--- src/design/emcc_pkg.sv ---
`timescale 1ns / 1ps
// ----------------------------------------------------------------------------
// emcc_pkg: shared types and constants
// Constants for the epoch millisecond calendar converter.
// ----------------------------------------------------------------------------
package emcc_pkg;

  localparam int unsigned EW = 44;
  localparam logic [EW-1:0] DAY_MS     = 44'd86400000;
  localparam logic [EW-1:0] YEAR_MS_C  = 44'd31536000000;
  localparam logic [EW-1:0] YEAR_MS_L  = 44'd31622400000;
  localparam logic [EW-1:0] HOUR_MS    = 44'd3600000;
  localparam logic [EW-1:0] MIN_MS     = 44'd60000;
  localparam logic [EW-1:0] SEC_MS     = 44'd1000;
  localparam logic [EW-1:0] EPOCH_MAX  = 44'hFFFFFFFFFFF;
  localparam logic [23:0]   MASK_C     = 24'hEEFBB3;
  localparam logic [23:0]   MASK_L     = 24'hEEFBB7;
  localparam logic [11:0]   FIRST_YEAR = 12'd1970;

  typedef enum logic [3:0] {
    ST_IDLE,
    ST_E_YEAR,
    ST_E_MONTH,
    ST_E_SUM,
    ST_D_YEAR,
    ST_D_MONTH,
    ST_D_DIV,
    ST_DONE
  } state_t;

endpackage

--- src/design/epoch_ms_calendar_converter_unit.sv ---
`timescale 1ns / 1ps
// ----------------------------------------------------------------------------
// epoch_ms_calendar_converter_unit
// Converts civil date and time to epoch milliseconds and back.
// ----------------------------------------------------------------------------
//  channel | direction | ports
//  in_     | input     | in_valid, in_stall, request fields
//  out_    | output    | out_valid, out_stall, result fields
//
// One item at a time. Date to milliseconds: a year walk, then a month walk, then
// the day, hour, minute and second terms are added in turn. Milliseconds to
// date: a year walk bounded by LAST_YEAR, a month walk that stops at December,
// then restoring division one quotient bit per cycle for each of day, hour,
// minute and second. A bad year or month goes straight to the result. The
// result register holds while out_stall is high; in_stall is high from
// acceptance until the result is transferred.
// Reset clears the sequencer and out_valid.
module epoch_ms_calendar_converter_unit #(
  parameter int LAST_YEAR = 2399
) (
  input  logic        clk,
  input  logic        rst_n,
  input  logic        in_valid,
  output logic        in_stall,
  input  logic        in_req_type,
  input  logic [11:0] in_year,
  input  logic [3:0]  in_month,
  input  logic [4:0]  in_day,
  input  logic [4:0]  in_hour,
  input  logic [5:0]  in_minute,
  input  logic [5:0]  in_second,
  input  logic [43:0] in_epoch_in,
  output logic        out_valid,
  input  logic        out_stall,
  output logic [43:0] out_epoch_out,
  output logic [11:0] out_year_out,
  output logic [3:0]  out_month_out,
  output logic [4:0]  out_day_out,
  output logic [4:0]  out_hour_out,
  output logic [5:0]  out_minute_out,
  output logic [5:0]  out_second_out,
  output logic        out_range_error
);

  localparam logic [13:0] LAST_Y = 14'(LAST_YEAR);

  emcc_pkg::state_t state_r, state_nxt;
  logic [12:0] year_r;
  logic [6:0]  yc100_r;
  logic [8:0]  yc400_r;
  logic [11:0] in_year_hold_r;
  logic [3:0]  mon_r, tgt_mon_r;
  logic [23:0] codes_r;
  logic [45:0] acc_r;
  logic [4:0]  day_r, hour_r;
  logic [5:0]  min_r, sec_r;
  logic [1:0]  field_r;
  logic [5:0]  bit_r;
  logic [43:0] quo_r;
  logic [43:0] rem_r;
  logic        out_valid_r;

  logic        leap;
  logic [43:0] ylen, mlen, divisor;
  logic [44:0] trial;
  logic [43:0] rnext;
  logic        qbit;
  logic [45:0] term;
  logic [45:0] sum;

  always_comb begin
    leap = (year_r[1:0] == 2'd0) && ((yc100_r != 7'd0) || (yc400_r == 9'd0));
    ylen = leap ? emcc_pkg::YEAR_MS_L : emcc_pkg::YEAR_MS_C;
    mlen = (44'd28 + {42'd0, codes_r[1:0]}) * emcc_pkg::DAY_MS;
    case (field_r)
      2'd0:    divisor = emcc_pkg::DAY_MS;
      2'd1:    divisor = emcc_pkg::HOUR_MS;
      2'd2:    divisor = emcc_pkg::MIN_MS;
      default: divisor = emcc_pkg::SEC_MS;
    endcase
    trial = {rem_r, acc_r[43]} - {1'b0, divisor};
    qbit  = !trial[44];
    rnext = trial[44] ? {rem_r[42:0], acc_r[43]} : trial[43:0];
    case (field_r)
      2'd0:    term = 46'(day_r) * 46'(emcc_pkg::DAY_MS) - 46'(emcc_pkg::DAY_MS);
      2'd1:    term = 46'(hour_r) * 46'(emcc_pkg::HOUR_MS);
      2'd2:    term = 46'(min_r) * 46'(emcc_pkg::MIN_MS);
      default: term = 46'(sec_r) * 46'(emcc_pkg::SEC_MS);
    endcase
    sum = acc_r + term;
  end

  always_comb begin
    state_nxt = state_r;
    case (state_r)
      emcc_pkg::ST_IDLE:
        if (in_valid) begin
          if (in_req_type) state_nxt = emcc_pkg::ST_D_YEAR;
          else if (in_year < emcc_pkg::FIRST_YEAR || 14'(in_year) > LAST_Y ||
                   in_month == 4'd0 || in_month > 4'd12) state_nxt = emcc_pkg::ST_DONE;
          else state_nxt = emcc_pkg::ST_E_YEAR;
        end
      emcc_pkg::ST_E_YEAR:
        if (year_r == 13'(in_year_hold_r)) state_nxt = emcc_pkg::ST_E_MONTH;
      emcc_pkg::ST_E_MONTH:
        if (mon_r == tgt_mon_r) state_nxt = emcc_pkg::ST_E_SUM;
      emcc_pkg::ST_E_SUM:
        if (field_r == 2'd3) state_nxt = emcc_pkg::ST_DONE;
      emcc_pkg::ST_D_YEAR:
        if ({1'b0, year_r} > LAST_Y) state_nxt = emcc_pkg::ST_DONE;
        else if (acc_r[43:0] < ylen) state_nxt = emcc_pkg::ST_D_MONTH;
      emcc_pkg::ST_D_MONTH:
        if (mon_r == 4'd12 || acc_r[43:0] < mlen) state_nxt = emcc_pkg::ST_D_DIV;
      emcc_pkg::ST_D_DIV:
        if (bit_r == 6'd43 && field_r == 2'd3) state_nxt = emcc_pkg::ST_DONE;
      emcc_pkg::ST_DONE:
        if (!out_stall) state_nxt = emcc_pkg::ST_IDLE;
      default: state_nxt = emcc_pkg::ST_IDLE;
    endcase
  end

  always_comb begin
    in_stall  = (state_r != emcc_pkg::ST_IDLE);
    out_valid = out_valid_r;
  end

  always_ff @(posedge clk) begin
    if (!rst_n) begin
      state_r     <= emcc_pkg::ST_IDLE;
      out_valid_r <= 1'b0;
    end else begin
      state_r     <= state_nxt;
      out_valid_r <= (state_nxt == emcc_pkg::ST_DONE);
    end
  end

  always_ff @(posedge clk) begin
    case (state_r)
      emcc_pkg::ST_IDLE: begin
        year_r         <= 13'(emcc_pkg::FIRST_YEAR);
        yc100_r        <= 7'd70;
        yc400_r        <= 9'd370;
        mon_r          <= 4'd1;
        in_year_hold_r <= in_year;
        tgt_mon_r      <= in_month;
        day_r          <= in_day;
        hour_r         <= in_hour;
        min_r          <= in_minute;
        sec_r          <= in_second;
        acc_r          <= in_req_type ? {2'b00, in_epoch_in} : 46'd0;
        field_r        <= 2'd0;
        bit_r          <= 6'd0;
        rem_r          <= 44'd0;
        quo_r          <= 44'd0;
        out_epoch_out  <= 44'd0;
        out_year_out   <= 12'd0;
        out_month_out  <= 4'd0;
        out_day_out    <= 5'd0;
        out_hour_out   <= 5'd0;
        out_minute_out <= 6'd0;
        out_second_out <= 6'd0;
        out_range_error <= !in_req_type;
      end
      emcc_pkg::ST_E_YEAR: begin
        codes_r <= leap ? emcc_pkg::MASK_L : emcc_pkg::MASK_C;
        if (year_r != 13'(in_year_hold_r)) begin
          acc_r   <= acc_r + 46'(ylen);
          year_r  <= year_r + 13'd1;
          yc100_r <= (yc100_r == 7'd99) ? 7'd0 : yc100_r + 7'd1;
          yc400_r <= (yc400_r == 9'd399) ? 9'd0 : yc400_r + 9'd1;
        end
      end
      emcc_pkg::ST_E_MONTH:
        if (mon_r != tgt_mon_r) begin
          acc_r   <= acc_r + 46'(mlen);
          codes_r <= codes_r >> 2;
          mon_r   <= mon_r + 4'd1;
        end
      emcc_pkg::ST_E_SUM: begin
        field_r <= field_r + 2'd1;
        if (field_r != 2'd3) acc_r <= sum;
        else if (sum > 46'(emcc_pkg::EPOCH_MAX)) out_range_error <= 1'b1;
        else begin
          out_range_error <= 1'b0;
          out_epoch_out   <= sum[43:0];
        end
      end
      emcc_pkg::ST_D_YEAR: begin
        codes_r <= leap ? emcc_pkg::MASK_L : emcc_pkg::MASK_C;
        if ({1'b0, year_r} > LAST_Y) out_range_error <= 1'b1;
        else if (acc_r[43:0] >= ylen) begin
          acc_r   <= acc_r - 46'(ylen);
          year_r  <= year_r + 13'd1;
          yc100_r <= (yc100_r == 7'd99) ? 7'd0 : yc100_r + 7'd1;
          yc400_r <= (yc400_r == 9'd399) ? 9'd0 : yc400_r + 9'd1;
        end
      end
      emcc_pkg::ST_D_MONTH:
        if (mon_r != 4'd12 && acc_r[43:0] >= mlen) begin
          acc_r   <= acc_r - 46'(mlen);
          codes_r <= codes_r >> 2;
          mon_r   <= mon_r + 4'd1;
        end else begin
          out_range_error <= 1'b0;
          out_year_out    <= year_r[11:0];
          out_month_out   <= mon_r;
        end
      emcc_pkg::ST_D_DIV: begin
        if (bit_r == 6'd43) begin
          bit_r   <= 6'd0;
          field_r <= field_r + 2'd1;
          acc_r   <= {2'b00, rnext};
          rem_r   <= 44'd0;
          quo_r   <= 44'd0;
          case (field_r)
            2'd0:    out_day_out    <= 5'({quo_r[4:0], qbit} + 6'd1);
            2'd1:    out_hour_out   <= {quo_r[3:0], qbit};
            2'd2:    out_minute_out <= {quo_r[4:0], qbit};
            default: out_second_out <= {quo_r[4:0], qbit};
          endcase
        end else begin
          bit_r <= bit_r + 6'd1;
          acc_r <= {acc_r[45:44], acc_r[42:0], 1'b0};
          rem_r <= rnext;
          quo_r <= {quo_r[42:0], qbit};
        end
      end
      default: ;
    endcase
  end

endmodule

--- config.mk ---
export PLATFORM = sky130hd
export DESIGN_NAME = epoch_ms_calendar_converter_unit
export DESIGN_NICKNAME = d
export VERILOG_FILES = /design/src/design/emcc_pkg.sv /design/src/design/epoch_ms_calendar_converter_unit.sv
export SDC_FILE = /design/constraint.sdc
export NUM_CORES = 1
export LEC_CHECK = 0
export BUFFER_PORTS_ARGS = -buffer_cell sky130_fd_sc_hd__buf_2
export CAP_MARGIN = 20
export CELL_PAD_IN_SITES_DETAIL_PLACEMENT = 1
export CELL_PAD_IN_SITES_GLOBAL_PLACEMENT = 2
export CORE_ASPECT_RATIO = 0.6
export CORE_MARGIN = 2
export CORE_UTILIZATION = 43
export DETAILED_ROUTE_END_ITERATION = 7
export PLACE_DENSITY_LB_ADDON = 0.15
export SYNTH_ARGS = -nofsm -noshare
export SYNTH_HDL_FRONTEND = slang
export SYNTH_SLANG_ARGS = --single-unit
--- constraint.sdc ---
create_clock -name clk -period 26.4 [get_ports clk]
set_clock_uncertainty 0.2 [all_clocks]
set_input_delay 2.64 -clock clk [delete_from_list [all_inputs] [get_ports clk]]
set_output_delay 2.64 -clock clk [all_outputs]
set_load 0.1 [all_outputs]
# Word level (Yosys, flattened, before mapping)
# Cells that the tools add are included.
totals:
  romBits: 0
  memories: 0
  reg_bits: 286
  in_bits: 87
  ram_bits: 0
  wordCells: 211
  latch_bits: 0
op_classes:
  n_bitwise: 0
  mux: 78
  div: 0
  n_lt_le_gt_ge: 9
  shift: 0
  n_eq_ne: 36
  addsub: 15
  multipliers: 5
  n_reduce_logical: 41
op_table:
  columns: ["operator", "n"]
  rows:
  - ["2-to-1 mux 46 bit", 7]
  - ["one-hot mux 46 bit (7 select lines)", 1]
  - ["2-to-1 mux 44 bit", 5]
  - ["one-hot mux 44 bit (2 select lines)", 2]
  - ["one-hot mux 46 bit (3 select lines)", 1]
  - ["one-hot mux 27 bit (3 select lines)", 1]
  - ["one-hot mux 24 bit (3 select lines)", 1]
  - ["2-to-1 mux 24 bit", 2]
  - ["2-to-1 mux 4 bit", 12]
  - ["adder 46 x 33 -> 46 bit", 1]
  - ["adder 46 x 35 -> 46 bit", 1]
  - ["adder 46 bit", 1]
  - ["greater-than comparator 46 x 44 -> 1 bit (second input constant)", 1]
  - ["subtractor 46 x 33 -> 46 bit", 1]
  - ["subtractor 46 x 35 -> 46 bit", 1]
  - ["subtractor 45 x 44 -> 45 bit", 1]
  - [">= comparator 44 x 33 -> 1 bit", 1]
  - [">= comparator 44 x 35 -> 1 bit", 1]
  - ["less-than comparator 44 x 33 -> 1 bit", 1]
  - ["less-than comparator 44 x 35 -> 1 bit", 1]
  - ["2-to-1 mux 13 bit", 3]
  - ["one-hot mux 13 bit (3 select lines)", 1]
  - ["2-to-1 mux 9 bit", 4]
  - ["one-hot mux 6 bit (2 select lines)", 3]
  - ["other kinds (68)", 130]

# Logic depth before layout (Yosys ltp)
depth:
  ltp_word: 9
  depth_mapped: 31
  ltp_nobuf: 30

# Worst setup path after synthesis
# Ideal clock, no wire load.
synth_timing:
  path_kind: "register to register"
  startpoint: "reg day_r[2]"
  endpoint: "reg out_epoch_out[0] (enable)"
  arrival_ns: 10.894
  stages_incl_launch_ff: 28
  n_path_buf: 1
  path_slack_ns: 14.739
  setup_ns: 0.567
  required_time_ns: 25.633
  period_less_slack_ns: 11.661
  path_cell_list: "edfxtp_1 fa_1 ha_1 fa_1 ha_1 a21o_1 a21oi_1 xnor2_1 o311ai_0 a31oi_1 nor3_1 o21ai_0 nand2_1 nand3_1 xnor2_1 nor2_1 ha_1 clkbuf_1 a211oi_1 o21bai_1 a221o_1 a21oi_1 nor4b_1 o21a_1 nor3_1 a41oi_1 xnor3_1 o41ai_1"
synth_via:
  elab_chain_len: 7
synth_lines:
  columns: ["element", "line", "rtl"]
  rows:
  - ["start, declared", "epoch_ms_calendar_converter_unit.sv:55", "logic [4:0] day_r, hour_r;"]
  - ["start signal, assigned", "epoch_ms_calendar_converter_unit.sv:146", "day_r <= in_day;"]
  - ["multiplier 5 x 17 -> 22 bit", "epoch_ms_calendar_converter_unit.sv:85", "2'd0: term = 46'(day_r) * 46'(emcc_pkg::DAY_MS) - 46'(emcc_pkg::DAY_MS);"]
  - ["subtractor 32 x 27 -> 33 bit", "epoch_ms_calendar_converter_unit.sv:85", null]
  - ["one-hot mux 46 bit (3 select lines)", "epoch_ms_calendar_converter_unit.sv:84", "case (field_r)"]
  - ["adder 46 bit", "epoch_ms_calendar_converter_unit.sv:90", "sum = acc_r + term;"]
  - ["greater-than comparator 46 x 44 -> 1 bit", "epoch_ms_calendar_converter_unit.sv:182", "else if (sum > 46'(emcc_pkg::EPOCH_MAX)) out_range_error <= 1'b1;"]
  - ["inequality test 2 bit (no line)", null, null]
  - ["AND reduction 3 bit (no line)", null, null]
  - ["end signal, assigned", "epoch_ms_calendar_converter_unit.sv:185", "out_epoch_out <= sum[43:0];"]
  - ["end, declared", "epoch_ms_calendar_converter_unit.sv:35", "output logic [43:0] out_epoch_out,"]
# No other way between the ends.
# A chain may end at the register's enable or synchronous reset.

# Final worst setup path
layout_timing:
  startpoint: "reg day_r[2]"
  endpoint: "reg out_epoch_out[20] (enable)"
# The elaborated chain is that of the path after synthesis.

==> flow_metrics.py <==
metrics = {
    "status": {
        "status": "complete, no violations",
    },
    "placement": {
        "dpl_cell_area_sq_um": 27600,
        "dp_hpwl_um": 69500,
        "portBuffers": 171,
        "gp_congestion": 0.894,
        "pre_cts_slack_ns": 17.76,
        "place_inst": 3638,
    },
    "detailed_routing": {
        "ant_nets": 0,
        "drtIter0Drc": 2077,
        "via_per_inst": 6.06,
        "drt_first_pass_iters": 6,
        "wire_per_inst_um": 24.2,
        "drcViolationCount": 0,
        "wl_um": 89400,
        "vias": 22400,
    },
    "global_route": {
        "grt_pass1_wl_um": 138000,
        "grt-ovfl-total": 0,
        "antenna_found_initial": 0,
        "grt_max_degree": 45,
        "grt_use_total": 0.286,
        "grt_pass1_vias": 22900,
    },
    "min_path": {
        "hp-class": "reg2reg",
    },
    "synthesis": {
        "ys_seq_area_frac": 0.329,
        "avgSynthCellArea_sq_um": 9.41,
        "syn_area_sq_um": 25800,
        "ys.flop_type": "edfxtp_1",
        "synthArstFlopShare": 0,
        "synth.distinct_cells": 85,
        "syn_nets": 3200,
        "ys_top_cells_by_area": "edfxtp_1, ha_1, xnor2_1",
        "synth_edf_count": 280,
        "synth_top_area_frac": 0.325,
        "yosysTopAreaCell": "edfxtp_1",
        "postSynthCellCount": 2745,
        "yosys_warnings": 0,
        "ys_seq_elements": 285,
    },
    "floorplan": {
        "die-area_sq_um": 62100,
        "ios": 172,
        "core.rowCount": 69,
        "initial_utilization": 0.436,
        "die_x_um": 320,
        "die_h_um": 194,
        "fp.coreArea_sq_um": 59300,
    },
    "final_layout": {
        "fin_nets": 3348,
        "antenna_cells": 0,
        "final_area_sq_um": 28700,
        "syn_to_final_growth_pct": 11.2,
        "final_util": 0.484,
        "drive_gt1_frac": 0.105,
        "instances_no_fill": 3694,
    },
    "sta": {
        "max_freq_ghz": 0.114,
        "holdWs_ns": 0.318,
        "grt_setup_unrepaired": "false",
        "setup_slack_ns": 17.61,
        "setup_viol": 0,
        "tightest_slew_ns": 1.11,
        "fin_crit_sh": 0.333,
        "drv_slew": 0,
        "min_period_ns": 8.79,
        "tns_ns": 0,
        "hold_viol_final": 0,
        "slew_headroom": 0.251,
    },
    "cts": {
        "postCtsSetupBuffers": 0,
        "cts_sinks": 285,
        "cts_made_buffers": 34,
        "cts_root_buf": "clkbuf_16",
        "insertion_delay_ns": 0.59,
        "cts-htree-levels": 2,
        "clock_path_buffers": 3,
        "cts_resized": 0,
        "cts_tree": "built",
        "hold_buffers": 0,
        "path_clk_slew_ns": 0.06,
    },
    "worst_setup_path": {
        "crit_path_start_kind": "flip-flop",
        "path_max_fanout": 23,
        "end_kind": "flip-flop",
        "worstPathRequired_ns": 26.42,
        "path_class": "reg2reg",
        "arrival_ns": 8.81,
    },
    "power": {
        "peakVddDrop_uv": 40.7,
        "finalPower_mw": 1.91,
        "p_leak_nw": 12.4,
        "cellPowerDensity_nw_per_um2": 66.4,
    },
    "run": {
        "max_cap_viol_count": 0,
    },
}
==> final timing paths <==
check / startpoint / endpoint / slack [ns] / cells after the start
setup / recovery: day_r[2] / out_epoch_out[20] / 17.61 / 23
hold / removal: codes_r[20] / codes_r[18] / 0.32 / 1
setup reg to reg: day_r[2] / out_epoch_out[20] / 17.61 / 23
hold reg to reg: codes_r[20] / codes_r[18] / 0.32 / 1
==> worst max-delay path: stages (launching register included) <==
cell and delay, ns:
edfxtp_1 0.53, fa_1 0.55, ha_1 0.31, fa_1 0.47
ha_1 0.37, and3_1 0.21, a221oi_2 0.34, a21o_1 0.22
xor2_1 0.37, a31oi_1 0.26, o311ai_2 0.49, and4_1 0.72
ha_1 0.41, and2_1 0.19, and2_1 0.20, a221o_1 0.33
a21oi_1 0.21, nor4b_1 0.29, o21a_1 0.22, nor3_1 0.08
a41oi_1 0.29, xnor3_1 0.33, o41ai_2 0.35, buf_4 0.42
==> area by class of cell <==
| class | instances | area (sq um) |
|---|---|---|
| repair buffers | 207 | 1130 |
| multi-input cells | 2165 | 16300 |
| clock buffers | 37 | 862 |
| clock inverters | 19 | 226 |
| well taps | 781 | 977 |
| flip-flops and latches | 285 | 8510 |
| inverters | 200 | 751 |
| fillers | 6727 | 30600 |
==> logic make-up (layout without fill, tap and decap cells) <==
group	count (synthesis)	in the layout	share of synthesized area
adder cells (fa/ha/maj)	368	368	0.192
XOR/XNOR	249	249	0.0849
flip-flops	285	285	0.329
buffers and inverters	295	463	0.0436
multiplexers	12	12	0.00475
AND/OR/NAND/NOR	796	796	0.152
AO/OA/AOI/OAI	739	739	0.193
other	1	1	0.000145
==> sequential cells by signal (all words and copies together) (netlist names), 7 cells and up <==
signal / cells
yc100_r: 7
year_r: 13
in_year_hold_r: 12
out_year_out: 12
codes_r: 23
rem_r: 44
acc_r: 46
out_epoch_out: 44
yc400_r: 9
==> routing by layer <==
layer / vias to the layer above / part of all wire / global-route usage
met4: 0 / 0.016 / 0.0546
met2: 690 / 0.43 / 0.434
met3: 78 / 0.069 / 0.0442
met5: - / 0 / 0
met1: 11200 / 0.48 / 0.430
li1: 10400 / - / -
==> cell usage after synthesis (40+ instances only) <==
library cell and instances:
nand3_1 64, edfxtp_1 280, xnor2_1 155, xor2_1 93, ha_1 322, nand2_1 143
nor2_1 260, inv_1 198, and3_1 40, a21o_1 87, nor3_1 53, clkbuf_1 84
a21oi_1 180, o21ai_0 143, fa_1 46
==> report_power, final <==
part           total (mW)  switching (mW)  leakage [nW]  internal (mW)
clock               0.481           0.212         0.526          0.268
sequential          0.562          0.0334          2.79          0.528
combinational       0.864           0.541          9.13          0.323
==> placed cells by master (no fill, tap or decap), types with 10 or more instances in the layout <==
| cell type | netlist | routed |
|---|---|---|
| nor4_1 | 22 | 22 |
| nand2_1 | 143 | 142 |
| a31oi_1 | 25 | 25 |
| o21bai_1 | 20 | 20 |
| and4_1 | 10 | 10 |
| and3_1 | 40 | 40 |
| a22oi_1 | 21 | 21 |
| nor3_1 | 53 | 50 |
| or3_1 | 35 | 35 |
| and2_1 | 37 | 37 |
| clkbuf_16 | 0 | 34 |
| edfxtp_1 | 280 | 280 |
| ha_1 | 322 | 322 |
| mux2i_1 | 10 | 10 |
| o211ai_1 | 17 | 17 |
| nor2_1 | 260 | 257 |
| inv_1 | 198 | 197 |
| o21a_1 | 29 | 29 |
| a21o_1 | 87 | 87 |
| xor2_1 | 93 | 92 |
| o221ai_1 | 17 | 17 |
| nor2b_1 | 33 | 33 |
| a211oi_1 | 27 | 27 |
| buf_4 | 2 | 36 |
| xnor2_1 | 155 | 155 |
| o22ai_1 | 11 | 11 |
| a222oi_1 | 25 | 25 |
| o2111ai_1 | 12 | 12 |
| a221oi_1 | 24 | 24 |
| a21oi_1 | 180 | 178 |
| fa_1 | 46 | 46 |
| nand2b_1 | 21 | 21 |
| or2_2 | 16 | 16 |
| a211o_1 | 12 | 12 |
| nand3_1 | 64 | 63 |
| buf_2 | 4 | 171 |
| o31ai_1 | 11 | 11 |
| nand4_1 | 22 | 22 |
| o21ai_0 | 143 | 142 |
Power figures use the tool's default switching activity.
